==> config.mk <==
export PLATFORM = sky130hd
export DESIGN_NAME = vdi_cmp
export DESIGN_NICKNAME = d
export VERILOG_FILES = /design/src/rtl/vdi_pkg.sv /design/src/rtl/vdi_cmp.sv
export SDC_FILE = /design/constraint.sdc
export NUM_CORES = 1
export LEC_CHECK = 0
export BUFFER_PORTS_ARGS = -buffer_cell sky130_fd_sc_hd__buf_2
export CAP_MARGIN = 40
export CORE_AREA = 2 2 199 201
export DETAILED_ROUTE_END_ITERATION = 7
export DIE_AREA = 0 0 201 203
export PLACE_DENSITY = 0.45
export SETUP_SLACK_MARGIN = 0.02
export SYNTH_ARGS = -nofsm -noshare
export SYNTH_HDL_FRONTEND = slang
export SYNTH_SLANG_ARGS = --single-unit
==> constraint.sdc <==
create_clock -name vclk -period 2.8
set_input_delay 0.56 -clock vclk [all_inputs]
set_output_delay 0.56 -clock vclk [all_outputs]
set_load 0.02 [all_outputs]
==> src/rtl/vdi_pkg.sv <==
// ----------------------------------------------------------------------------
// vdi_pkg
// shared sizes for the vertex dedup indexer: table depth, address and
// count widths, vertex word layout
// ----------------------------------------------------------------------------
package vdi_pkg;

	localparam int MAX_UNIQUE = 1024;
	localparam int ADDR_W     = $clog2(MAX_UNIQUE);
	localparam int CNT_W      = $clog2(MAX_UNIQUE + 1);
	localparam int WORD_W     = 32;
	localparam int VTX_WORDS  = 8;
	localparam int VTX_W      = WORD_W * VTX_WORDS;
	localparam int IDX_W      = 10;

	typedef logic [VTX_W-1:0]  vtx_t;
	typedef logic [ADDR_W-1:0] addr_t;
	typedef logic [CNT_W-1:0]  cnt_t;

endpackage

==> src/rtl/vdi_cmp.sv <==
// ----------------------------------------------------------------------------
// vdi_cmp
// vertex compare unit: float equality on all eight words
// ----------------------------------------------------------------------------
module vdi_cmp (
	input  vdi_pkg::vtx_t a,
	input  vdi_pkg::vtx_t b,
	output logic          match
);

	function automatic logic is_nan(input logic [vdi_pkg::WORD_W-1:0] w);
		return w[vdi_pkg::WORD_W-2:0] > 31'h7F80_0000;
	endfunction

	function automatic logic float_eq(input logic [vdi_pkg::WORD_W-1:0] x,
					  input logic [vdi_pkg::WORD_W-1:0] y);
		logic [vdi_pkg::WORD_W-1:0] o;
		o = x | y;
		if (is_nan(x) || is_nan(y)) begin
			return 1'b0;
		end
		return (x == y) || (o[vdi_pkg::WORD_W-2:0] == '0);
	endfunction

	logic [vdi_pkg::VTX_WORDS-1:0] word_eq;

	always_comb begin
		for (int k = 0; k < vdi_pkg::VTX_WORDS; k++) begin
			word_eq[k] = float_eq(a[k*vdi_pkg::WORD_W +: vdi_pkg::WORD_W],
					      b[k*vdi_pkg::WORD_W +: vdi_pkg::WORD_W]);
		end
	end

	assign match = &word_eq;

endmodule

# After elaboration in Yosys (flattened, before gate mapping)
# Cells that the tools add are included.
word_totals:
  word_cells: 81
  in_bits: 512
  ff_bits: 0
  output_inout_bits: 1
op_classes:
  n_lt_le_gt_ge: 16
  bitwise: 8
  reduce_logical: 25
  muxes: 24
  n_eq_ne: 8
op_table:
  columns: ["cell", "n"]
  rows:
  - ["$gt A31 B31 Y1 const B", 16]
  - ["$eq A32 B32 Y1", 8]
  - ["$logic_not A31 Y1", 8]
  - ["$or A31 B31 Y31", 8]
  - ["$mux W1", 24]
  - ["$logic_or A1 B1 Y1", 16]
  - ["$reduce_and A8 Y1", 1]

# Longest topological paths before layout
depth:
  word_depth: 5
  depth_mapped: 8
  ltp_nobuf: 8

# Least setup slack after synthesis
# OpenSTA, ideal clock, no wires.
synth_timing:
  path_type: "input to output"
  start: "in a[33]"
  end: "out match"
  stages: 8
  required_ps: 2240
  path_slack_ps: 278
  path_buffers: 0
  arrival_ps: 1962
  cell_sequence: "inv_1 > ha_1 > nor4_1 > nand4_1 > nor3_1 > a21oi_1 > nor4_1 > and3_1"
synth_between:
  elab_chain_len: 5
  word_cells_on_any_way: 9
  classes_between: "order compare (1); eq/ne (1); mux (2); bitwise (1); reduce/logical (4)"
synth_lines:
  columns: ["item", "line", "text"]
  rows:
  - ["from (decl)", "vdi_cmp.sv:6", "input vdi_pkg::vtx_t a,"]
  - ["$gt A31 B31 Y1 or $or A31 B31 Y31 (tied branches)", "vdi_cmp.sv:12, vdi_cmp.sv:18", null]
  - ["$logic_or A1 B1 Y1 or $logic_not A31 Y1 (tied branches)", "vdi_cmp.sv:19, vdi_cmp.sv:22", null]
  - ["$mux W1 or $logic_or A1 B1 Y1 (tied branches)", "vdi_cmp.sv:19, vdi_cmp.sv:22", null]
  - ["$mux W1 *", "vdi_cmp.sv:22", "return (x == y) || (o[vdi_pkg::WORD_W-2:0] == '0);"]
  - ["$reduce_and A8 Y1 *", "vdi_cmp.sv:34", "assign match = &word_eq;"]
  - ["to (decl)", "vdi_cmp.sv:8", "output logic match"]
# Every way passes the cells marked *; elsewhere a longest branch is shown, timed or not.

# Worst setup path after layout
layout_timing:
  start: "in b[230]"
  end: "out match"
layout_between:
  elab_chain_len: 5
  word_cells_on_any_way: 9
  classes_between: "order compare (1); eq/ne (1); mux (2); bitwise (1); reduce/logical (4)"
layout_lines:
  columns: ["item", "line", "text"]
  rows:
  - ["from (decl)", "vdi_cmp.sv:7", "input vdi_pkg::vtx_t b,"]
  - ["$gt A31 B31 Y1 or $or A31 B31 Y31 (tied branches)", "vdi_cmp.sv:12, vdi_cmp.sv:18", null]
  - ["$logic_or A1 B1 Y1 or $logic_not A31 Y1 (tied branches)", "vdi_cmp.sv:19, vdi_cmp.sv:22", null]
  - ["$mux W1 or $logic_or A1 B1 Y1 (tied branches)", "vdi_cmp.sv:19, vdi_cmp.sv:22", null]
  - ["$mux W1 *", "vdi_cmp.sv:22", null]
  - ["$reduce_and A8 Y1 *", "vdi_cmp.sv:34", null]
# Marks and branches as above.

==> key figures <==
Route
  – Via-to-Cell Ratio: roughly 4.3
  – Wire per inst: 16.6 um
  – Iter 0 DRT Violations: 380
  – Detailed Routing Iterations Pass 1: 5
  – Top sig layer: met5
  – M1 WL: roughly 17000 um
  – DRC: 0
  – Met3 Wirelength: 1610 um
  – DR vias: 10100
  – Final WL: about 39000 um
  – Final antenna-violating net count: 0
  – Met2 wire length: around 20000 um

Global route
  – Gr usage total: between 10% and 20%
  – Global-route wire length before repair: roughly 59000 um
  – Vias in the first global route: around 11000
  – Largest net degree at the start of global routing: 3
  – Initial antenna violation count: 6
  – Grt total ovfl: 0

Synth
  – Sequential share of the synthesized area: 0%
  – Post-synthesis compound-gate area fraction: under 10%
  – Count leader, synth: inv_1
  – Synth Area in XOR/XNOR: 0.960%
  – Largest family of logic cells by synthesized area: adder cells
  – Synth cell count leaders: inv_1, ha_1, nor4_1
  – Synthesized Nets: approximately 1900
  – Post-synth top area share: 42.5%
  – Syn avg cell area: 6.42 sq um
  – Post-synth cell types: 14
  – Synth Area in Adders: 42.5%
  – Synth area leaders: ha_1, inv_1, nor4_1
  – Synth warn: 0
  – Dominant cell type by area after synthesis: ha_1
  – Post-Synth Simple-Gate Area: 29.4%
  – Mapped cell area: between 7000 and 8000 sq um
  – Post-synthesis mux area share: 0%
  – Synth Instances: 1136

Placement
  – Dpl ws: -598 ps
  – Detailed-placement wirelength estimate: about 37000 um
  – Port buffer count: 513
  – Routability cong.: about 0.94

Timing
  – Smallest hold slack: between 1500 and 2000 ps
  – Final Cycle Share: 110%
  – Final worst-path setup slack: -281 ps
  – Slew margin rel.: 69.3%
  – Final setup vio count: 1
  – Worst Tran Pin Value: between 400 and 500 ps
  – Max Freq: approximately 320 MHz
  – Slew Limit Fails: 0
  – RSZ-0062 raised after global routing: true
  – Count of final hold-check violations: 0
  – Min cycle time layout: roughly 3000 ps

Clock tree
  – Post-CTS setup buffers: 0

Floorplan
  – Ports: slightly above 500
  – Die width: roughly 200 um
  – Die area: around 41000 sq um
  – Starting Density: about a fifth
  – Die Ht: ~200 um
  – Core area: 38500 sq um
  – Rows: 72

Setup path
  – WP data arrival: between 2000 and 3000 ps
  – Startpoint types: primary input
  – Type of destination of the critical path: output pin
  – WP data required: ~2200 ps
  – Worst-path maximum fanout: 2
  – Crit Path Category: primary input to output pin

Pwr
  – Worst VDD drop: 0.0000398 V
  – Power per Cell Area: between 100 and 150 nW/um^2
  – P_leak: 7.71 nW

Status
  – Status: complete, but fails checks
  – Failing checks: negative setup slack

Cells and area
  – Layout fillers: around 4300
  – Clock buffer count: 0
  – Layout cells sized above 1: 43.4%
  – Flip-flop and latch count: 0
  – FF/Latch Area: 0 sq um
  – Area added between synthesis and finish: 73.3%
  – Final nets: 2585

Flow run
  – Max Cap Violations: 0

Worst hold path
  – Class of the worst hold path: primary input to output pin
==> logic make-up after synthesis <==
family | Yosys count
AO/OA/AOI/OAI | 24
XOR/XNOR | 8
adder cells (fa/ha/maj) | 248
buffers and inverters | 496
AND/OR/NAND/NOR | 360
==> per-layer routing <==
| metal | vias to the layer above | GRT usage [%] |
|---|---|---|
| li1 | 5167 | - |
| met1 | 4650 | 22.6 |
| met2 | 291 | 34.6 |
| met3 | 28 | 1.52 |
| met4 | 4 | 1.90 |
| met5 | - | 0 |
==> power breakdown <==
group / leakage [nW] / switching, mW / internal [mW]
logic: 7.71 / 0.695 / 0.747
registers: 0 / 0 / 0
clock network: 0.0000254 / 0 / 0.000000191
total: 7.71 / 0.695 / 0.747
==> layout make-up <==
| class | count | area, sq um | share of cell area, % |
|---|---|---|---|
| Antenna cell | 4 | 10.0 | 0.0792 |
| Multi-Input combinational cell | 640 | 6040 | 47.7 |
| Timing Repair Buffer | 687 | 4080 | 32.2 |
| Inverter | 496 | 1870 | 14.8 |
| Tap cell | 518 | 648 | 5.13 |
==> stage by stage <==
step	std cells	TNS [ps]	area (sq um)	total power, mW	util [%]
floorplan	1136	0	7300	0.450	-
global placement	2341	-703	11800	1.27	30.7
detailed placement	2341	-598	11800	1.28	30.7
CTS	2341	-249	12500	1.41	32.5
global route	2344	-396	12600	1.62	32.9
finish	2345	-281	12600	1.44	32.9
==> cell usage in the layout, fill, tap and decap left out, types with 22 or more instances in the layout <==
master and count:
nor3_1 24, buf_6 30, buf_4 176, nor4_2 35
nor4_1 114, ha_1 226, ha_4 22, nand2_1 24
nand4_1 116, inv_2 22, inv_1 470, buf_2 480
==> path summary, 6_finish.rpt <==
| kind | cells after the start | slack, ps | endpoint | startpoint |
|---|---|---|---|---|
| hold / removal | 8 | 1800 | match | a[133] |
| setup / recovery | 12 | -280 | match | b[230] |
==> repair_timing <==
item | in CTS | in global routing
hold buffers | 0 | 0
setup endpoints to repair | 1 | 1
pin swaps | 61 | 17
hold endpoints to repair | 0 | 0
resized for setup | 116 | 28
==> critical path: stages <==
cell	delay, ps
buf_6	80
inv_1	30
ha_1	290
nor4_2	360
buf_4	170
nand4_1	80
nor3_1	160
a21oi_1	80
nor4_1	260
buf_4	170
and3_4	170
buf_6	120
Note: power is estimated with default switching activity, not from simulation.
