### config.mk
export PLATFORM = sky130hd
export DESIGN_NAME = vdi_ram
export DESIGN_NICKNAME = d
export VERILOG_FILES = /design/src/rtl/vdi_ram.sv
export SDC_FILE = /design/constraint.sdc
export NUM_CORES = 1
export LEC_CHECK = 0
export BUFFER_PORTS_ARGS = -buffer_cell sky130_fd_sc_hd__buf_2
export CORE_MARGIN = 10
export CORE_UTILIZATION = 55
export CTS_CLUSTER_DIAMETER = 120
export DETAILED_ROUTE_END_ITERATION = 16
export PLACE_DENSITY = 0.72
export SETUP_SLACK_MARGIN = 0.3
export SKIP_LAST_GASP = 1
export SLEW_MARGIN = 25
export SYNTH_ARGS = -nofsm -noshare
export SYNTH_HDL_FRONTEND = slang
export SYNTH_SLANG_ARGS = --single-unit
export TNS_END_PERCENT = 10
### constraint.sdc
create_clock -name clk -period 4.8 [get_ports clk]
set_input_delay 0.24 -clock clk [delete_from_list [all_inputs] [get_ports clk]]
set_output_delay 0.24 -clock clk [all_outputs]
set_load 0.005 [all_outputs]
### src/rtl/vdi_ram.sv
// ----------------------------------------------------------------------------
// vdi_ram
// generic single write, single read memory with registered read data
// ----------------------------------------------------------------------------
module vdi_ram #(
	parameter int WIDTH = 32,
	parameter int DEPTH = 16
) (
	input  logic                     clk,
	input  logic                     we,
	input  logic [$clog2(DEPTH)-1:0] waddr,
	input  logic [WIDTH-1:0]         wdata,
	input  logic                     re,
	input  logic [$clog2(DEPTH)-1:0] raddr,
	output logic [WIDTH-1:0]         rdata
);

	logic [WIDTH-1:0] mem_q [DEPTH];

	always_ff @(posedge clk) begin
		if (we) begin
			mem_q[waddr] <= wdata;
		end
		if (re) begin
			rdata <= mem_q[raddr];
		end
	end

endmodule

# Word level (Yosys, flattened, before mapping)
# Memory sizes are Yosys's and may differ from the RTL's. A register that Yosys moved wholly into a read port is not among the register bits.
# Cells that the tools add are included.
# word_totals
reg_bits	0
ram_bits	512
input_bits	43
out_inout_bits	32
memories	1
# mem_list
memory	words	word_bits	read_ports	rd_clocked_by_memory_dff	write_ports	line	source
mem_q	16	32	1	1	1	18	logic [WIDTH-1:0] mem_q [DEPTH];
# classes
n_mux	2
# ops
cell	n
1-bit 2-to-1 mux	2

# Longest topological paths before layout
# Gate-level depths: netlist of run 1.
# depth
ltp_word	2
mapped_depth	5

# Least setup slack after synthesis of run 1
# Ideal clock, no wire load.
# synth_timing
path_type	input to register
startpoint	in waddr[2]
endpoint	mem mem_q[0][0], enable pin
setup_ps	461
arrival_ps	2958
required_time_ps	4339
setup_slack_ps	1380
path_stages	2
path_cell_list	or3b_2 nor3_1
# synth_lines
element	line	source
from (decl)	11	input logic [$clog2(DEPTH)-1:0] waddr,
to (decl)	18	
# No word-level cell before the write port.

==> impl_metrics.yaml, run 1 <==
routing:
  drt_first_iter_violations: 1126
  num_vias: 9334
  first_pass_iters: 5
  via_per_inst: 6.41
  postRouteAntennaNets: 0
  route.detailed.drc: 0
  wl_per_cell_um: 28.9
  wirelength_mm: 42.1
worst_setup_path:
  critical_path_required_ns: 5.10
  worstPathMaxFanout: 70
  crit_type: "in -> reg"
  start_kind: "input port"
  cp-end-kind: "flip-flop"
  critPathArrivalTime_ns: 2.31
global_route:
  grt_usage_pct: 19.3
  grt.overflow.total: 0
  grt_pass1_vias: 9461
  grt_pass1_wl_mm: 62.7
  grt_antenna_before_repair: 1
  grt_max_degree: 71
clock_tree:
  cts.repair.resized: 0
  clk_latency_ns: 0.56
  cts_tree: "built"
  hold_buffers: 0
  numClockSinks: 544
  h-tree-depth: 2
  cts_buffers: 52
  root_buffer: "clkbuf_16"
  cts_buffer_depth: 3
  clk_pin_slew_ns: 0.06
  postCtsSetupBuffers: 0
synth:
  ys_types: 17
  postSynthAreaPerCell_um2: 24.1
  synth_area_leaders: "edfxtp_1 (81%), mux4_2 (14%), a22oi_1 (2.4%), nand2_1 (0.61%), buf_4 (0.41%)"
  ys.warnings.count: 0
  yosysSeqAreaShare_pct: 81.0
  ys_ff_latch: 544
  synth_top_area_share_pct: 81.0
  synth_largest_area_cell: "edfxtp_1"
  synth_nets: 881
  syn_area_um2: 20200
  netlist_instances: 838
min_path:
  min_path_type: "in -> reg"
cells_and_area:
  synthToLayoutAreaGrowth_pct: 13.2
  drive_above_1_share_pct: 31.5
  final_area_um2: 22800
  final_core_util_pct: 62.7
  final_nets: 990
placed_design:
  dp_hpwl_mm: 21.0
  placed_area_um2: 21300
  place_congestion: 0.722
  port_buffers: 74
die:
  coreArea_um2: 36400
  row_count: 70
  num_io_pins: 75
  initial_utilization_pct: 55.4
  fp.dieW_um: 212
  die_h_um: 212
  die-area_um2: 44700
sta:
  finalMaxSlewViolations: 0
  fmax_mhz: 497
  rsz0062_at_grt: "no"
  fin_crit_sh_pct: 42.0
  min_period_ns: 2.01
  finalSetupTns_ns: 0
  setup_viol: 0
  slew_headroom_pct: 29.8
  final_hold_viol_count: 0
  clock_skew_ns: 0.0130
  tightest_slew_ns: 1.05
power_and_ir_drop:
  power_density_nw_per_um2: 420
  power.leakage_nw: 7.27
  worst_ir_drop_vdd_mv: 0.241
status:
  outcome: "finished, final reports clean"
job:
  drv_cap: 0
## flip-flops by register name, indices dropped and copies added, names as in the netlist
register  count
mem_q       512
rdata        32
## worst max-delay path: stages
cell and delay [ns]:
clkbuf_8 0.66, buf_4 0.50, mux4_2 0.55, a22oi_1 0.23, nand2_1 0.08
## synthesized netlist by cell type
master,instances
a22oi_1,64
and2_1,1
buf_1,9
buf_2,4
buf_4,11
buf_6,2
clkbuf_1,17
edfxtp_1,544
mux4_2,128
nand2_1,33
nand2b_1,2
nand3_1,1
nand3b_1,2
nor2_1,13
nor2b_1,2
nor3_1,4
or3b_2,1
## logic make-up (layout without fill, tap and decap cells)
group	after synthesis	in the layout	share of synthesized area, %
AO/OA/AOI/OAI	64	64	2.38
buffers and inverters	43	192	1.10
flip-flops	544	544	81.0
multiplexers	128	128	14.3
other	0	1	0
AND/OR/NAND/NOR	59	59	1.25
## routing by layer
layer | global-route usage, % | share of wire, %
met4 | 5.21 | 1.9
met1 | 28.2 | 41
met5 | 0 | 0
met2 | 29.5 | 48
met3 | 3.76 | 9.0
## where the power goes
part,switching (mW),internal [mW]
Combinational,0.267,0.183
Sequential,0.0278,5.35
Clock,1.61,2.14
Total,1.91,7.68
## cell usage in the layout, fill, tap and decap left out, types with 2 or more instances in the layout
master / n
nand2_1: 33
clkinvlp_4: 2
clkbuf_16: 53
clkinv_2: 6
nor2b_4: 2
nor2_4: 13
nand2b_1: 2
clkbuf_1: 23
clkinv_1: 7
nand3b_1: 2
nor3_2: 3
buf_4: 23
buf_12: 2
mux4_2: 128
bufinv_16: 2
buf_2: 71
edfxtp_1: 544
a22oi_1: 64
## cell type report
cell class,instances,area (um^2)
sequential,544,16300
fill,2430,13600
multi-input combinational,251,3760
clock buffer,76,1410
timing repair buffer,98,609
tap,468,586
clock inverter,18,140
antenna,1,2.50
## per-stage QoR
stage,hold WS [ns],cells,setup WS [ns],total power [mW]
5_1_grt,0.0476,1455,2.58,9.87
2_1_floorplan,0.339,838,1.38,5.73
3_5_place_dp,0.625,1360,2.14,5.94
4_1_cts,0.0281,1454,2.73,9.66
3_3_place_gp,0.610,1360,2.15,5.92
6_report,0.0519,1456,2.79,9.59
## final timing paths
| kind | start | endpoint | slack (ns) | depth (start not counted) |
|---|---|---|---|---|
| worst max-delay path | raddr[0] | rdata[6]$_DFFE_PP_ | 2.79 | 5 |
| worst min-delay path | wdata[14] | mem_q[4][14]$_DFFE_PP_ | 0.05 | 1 |
| worst max register to register | mem_q[9][13]$_DFFE_PP_ | rdata[13]$_DFFE_PP_ | 3.32 | 3 |
| worst min register to register | mem_q[6][8]$_DFFE_PP_ | rdata[8]$_DFFE_PP_ | 0.74 | 3 |
(Power assumes the default switching activity.)
==> run 2: changes to the inputs <==
Settings changed: PLACE_DENSITY 0.72 to 0.75.
Clock period 4.8 ns to 1.8 ns, I/O delays scaled along.
==> impl_metrics.yaml, run 2 (synthesis results as in run 1) <==
cells_and_area:
  largest_reg_flops: 512
  num-fill-cells: 2298
  multi_input_area_um2: 3800
  regArea_um2: 16300
  final_core_util_pct: 65.1
  final_nets: 1038
  regMostFlops: "mem_q"
  mostFrequentLayoutCell: "edfxtp_1"
  drive_above_1_share_pct: 32.5
  synthToLayoutAreaGrowth_pct: 17.5
  layout_common_cells: "edfxtp_1 (544), mux4_2 (128), buf_2 (72)"
  largest_registers: "mem_q (512), rdata (32)"
  final_area_um2: 23700
die:
  die-area_um2: 44700
  row_count: 70
  num_io_pins: 75
  coreArea_um2: 36400
  die_h_um: 212
  initial_utilization_pct: 55.4
  fp.dieW_um: 212
sta:
  finalMaxSlewViolations: 0
  finalSetupTns_ns: 0
  slew_headroom_pct: 30.0
  final_hold_viol_count: 0
  min_period_ns: 1.49
  setup_viol: 0
  tightest_slew_ns: 1.05
  fmax_mhz: 673
  whs_ns: 0.199
  fin_crit_sh_pct: 82.6
  rsz0062_at_grt: "yes"
  clock_skew_ns: 0.00669
global_route:
  grt_pass1_wl_mm: 64.8
  grt_usage_pct: 19.8
  met2_usage_pct: 32.0
  grt_antenna_before_repair: 1
  grt.busiest_layer: "met2"
  grt_max_degree: 45
  grt.overflow.total: 0
  use_met1_pct: 27.9
  use_met3_pct: 3.31
  grt_pass1_vias: 9940
worst_setup_path:
  cp_cell_sequence: "mux4_2, a22oi_2, nand2_1"
  critical_path_required_ns: 2.10
  worstPathMaxFanout: 1
  slowest_stage: "mux4_2"
  cpPeakStageDelay_ns: 0.54
  start_kind: "flip-flop"
  cp-end-kind: "flip-flop"
  crit_type: "reg -> reg"
  critPathArrivalTime_ns: 1.79
min_path:
  min_path_type: "in -> reg"
job:
  drv_cap: 0
placed_design:
  dp_hpwl_mm: 21.3
  place_congestion: 0.735
  placed_area_um2: 21800
  port_buffers: 74
clock_tree:
  root_buffer: "clkbuf_16"
  cts_buffer_depth: 3
  h-tree-depth: 2
  numClockSinks: 544
  cts_tree: "built"
  cts_buffers: 51
  clk_latency_ns: 0.56
  clk_pin_slew_ns: 0.06
routing:
  wl_per_cell_um: 28.7
  first_pass_iters: 5
  wirelength_mm: 43.1
  num_vias: 9382
  via_per_inst: 6.24
  route.detailed.drc: 0
  drt_first_iter_violations: 1072
  postRouteAntennaNets: 0
power_and_ir_drop:
  worst_ir_drop_vdd_mv: 0.716
  total_power_mw: 25.9
  power_density_nw_per_um2: 1090
  power.leakage_nw: 7.62
status:
  outcome: "finished, final reports clean"
## run 2: where the power goes
part	internal (mW)	total [mW]	switching, mW
Combinational	0.618	1.36	0.745
Clock	5.77	10.2	4.39
Sequential	14.3	14.4	0.0895
## run 2: routing by layer
metal,share of wire (%),up-vias
met1,39,4914
met4,2.0,0
met5,0,-
met2,50,475
met3,8.5,68
li1,-,3925
## run 2: area by class of cell
cell class / count / share of cell area [%]
Clock buffer: 62 / 5.74
Timing Repair Buffer: 147 / 5.96
Multi-Input combinational cell: 251 / 16.0
Tap cell: 468 / 2.47
Antenna cell: 1 / 0.0106
Sequential cell: 544 / 68.9
Clock inverter: 30 / 0.876
## run 2: metrics by stage
stage	worst slack, ns	cells
2_1_floorplan	0.000845	838
3_3_place_gp	0.0982	1377
3_5_place_dp	0.0684	1377
4_1_cts	0.290	1502
5_1_grt	0.287	1503
6_report	0.314	1503
## run 2: repair_timing
action,4_1_cts,5_1_grt
setup endpoints to repair,1,4
hold endpoints to repair,521,0
hold buffers,33,0
pin swaps,1,1
gates resized for setup,1,3
buffers inserted,0,0
## run 2: final timing paths
check	end	slack (ns)	depth (start not counted)	startpoint
max	rdata[19]$_DFFE_PP_	0.31	3	mem_q[10][19]$_DFFE_PP_
min	rdata[16]$_DFFE_PP_	0.20	4	raddr[3]
max reg2reg	rdata[19]$_DFFE_PP_	0.31	3	mem_q[10][19]$_DFFE_PP_
min reg2reg	rdata[17]$_DFFE_PP_	0.75	3	mem_q[14][17]$_DFFE_PP_
## run 2: critical path, delay by kind of cell (launching register included)
family / cells / cell delay, ns
flops: 1 / 0.42
simple gates: 1 / 0.08
compound gates: 1 / 0.20
mux: 1 / 0.54
==> run 3: changes to the inputs <==
Clock period 1.8 ns to 1.31 ns, I/O delays scaled along.
==> impl_metrics.yaml, run 3 (synthesis results as in run 1) <==
placed_design:
  dp_slack_ns: -0.424
  dp_hpwl_mm: 24.6
  port_buffers: 74
  dp.cells: 1421
  place_congestion: 0.736
clock_tree:
  postCtsSetupBuffers: 0
  root_buffer: "clkbuf_16"
  clk_latency_ns: 0.57
  cts_tree: "built"
  cts_buffer_depth: 3
  numClockSinks: 544
  h-tree-depth: 2
  clk_pin_slew_ns: 0.06
  cts_buffers: 51
sta:
  final_hold_viol_count: 0
  rsz0062_at_grt: "yes"
  finalMaxSlewViolations: 0
  fin_ws_ns: -0.110
  fmax_mhz: 704
  min_period_ns: 1.42
  fin_crit_sh_pct: 108
  slew_headroom_pct: 72.5
  tightest_slew_ns: 0.412
  setup_viol: 32
  clock_skew_ns: 0.0246
  finalSetupTns_ns: -2.32
cells_and_area:
  regMostFlops: "mem_q"
  largest_registers: "mem_q (512), rdata (32)"
  largest_reg_flops: 512
  mostFrequentLayoutCell: "edfxtp_1"
  final_cells: 1545
  multi_input_area_um2: 3880
  final_nets: 1082
  synthToLayoutAreaGrowth_pct: 19.9
  drive_above_1_share_pct: 36.5
  regArea_um2: 16300
  layout_common_cells: "edfxtp_1 (544), mux4_2 (128), buf_2 (72)"
  num-fill-cells: 2199
worst_setup_path:
  worstPathMaxFanout: 1
  crit_type: "reg -> reg"
  start_kind: "flip-flop"
  cp-end-kind: "flip-flop"
  slowest_stage: "mux4_2"
  crit_buf_inv: 0
  cpPeakStageDelay_ns: 0.47
  crit_family: "multiplexers"
  cp_cell_sequence: "mux4_2, a22oi_1, nand2_1"
  critical_path_required_ns: 1.62
  critPathArrivalTime_ns: 1.73
die:
  die-area_um2: 44700
  coreArea_um2: 36400
  fp.dieW_um: 212
  row_count: 70
  die_h_um: 212
  num_io_pins: 75
  initial_utilization_pct: 55.4
global_route:
  grt_pass1_vias: 10200
  grt_max_degree: 38
  grt_usage_pct: 19.8
  grt_pass1_wl_mm: 65.4
  grt.overflow.total: 0
  grt_antenna_before_repair: 1
routing:
  first_pass_iters: 5
  wl_per_cell_um: 27.9
  route.detailed.drc: 0
  drt_first_iter_violations: 1029
  postRouteAntennaNets: 0
  num_vias: 9523
  via_per_inst: 6.16
  wirelength_mm: 43.0
job:
  drv_cap: 0
power_and_ir_drop:
  power_density_nw_per_um2: 1460
  worst_ir_drop_vdd_mv: 1.05
  power.leakage_nw: 7.85
status:
  violations: "setup timing"
  outcome: "finished, violations left"
min_path:
  min_path_type: "in -> reg"
-- run 3: cell count changes in the layout (fill, tap and decap cells not counted), sizes merged --
cell / previous run / this run
buf: 113 / 157
clkbuf: 63 / 66
clkinvlp: 0 / 1
bufinv: 3 / 1
clkinv: 27 / 23
-- run 3: tightest hold or removal path: stages --
cell and delay, ns:
buf_2 0.12, nand2b_1 0.09, buf_4 0.12, nor2_4 0.05
-- run 3: worst paths after layout --
path                                  to  depth (start not counted)  slack (ns)              startpoint
setup reg to reg     rdata[20]$_DFFE_PP_                          3       -0.11  mem_q[0][20]$_DFFE_PP_
hold / removal    mem_q[2][22]$_DFFE_PP_                          4        0.07                waddr[1]
setup / recovery     rdata[20]$_DFFE_PP_                          3       -0.11  mem_q[0][20]$_DFFE_PP_
hold reg to reg      rdata[16]$_DFFE_PP_                          3        0.74  mem_q[4][16]$_DFFE_PP_
-- run 3: layout make-up --
cell class,count,area share [%]
sequential,544,67.6
multi-input combinational,251,16.1
timing repair buffer,191,7.72
clock buffer,65,5.67
tap,468,2.42
clock inverter,25,0.564
antenna,1,0.0103
-- run 3: per-layer routing --
layer  part of all wire [%]  wire length, um  GRT usage (%)  vias to the layer above
met3                    8.1             3490           3.93                       55
met1                     40            17400           27.8                     5009
li1                       -                -              -                     4014
met5                      0                0              0                        -
met2                     50            21400           31.6                      445
met4                    1.9              800           5.06                        0
-- run 3: power by group --
part	switching (mW)	internal, mW	total, mW
Clock	5.94	7.54	13.5
Sequential	0.124	19.6	19.7
Combinational	1.07	0.942	2.01
Total	7.13	28.1	35.2
-- run 3: through the flow --
step / hold WS [ns] / power, mW / utilization (%) / instance area [um^2]
after floorplan: 0.164 / 21.0 / - / 20300
after detailed placement: 0.447 / 22.0 / 61.0 / 22200
after global placement: 0.435 / 21.9 / 61.0 / 22200
final: 0.0697 / 35.2 / 66.4 / 24200
after global routing: 0.0674 / 36.4 / 66.4 / 24200
after CTS: 0.0506 / 35.4 / 66.2 / 24100
-- run 3: what timing repair did --
action	CTS	global route
hold endpoints to repair	519	0
hold buffers	33	0
gates resized for setup	7	14
setup endpoints to repair	64	64
pin swaps	9	5
gates cloned	0	0
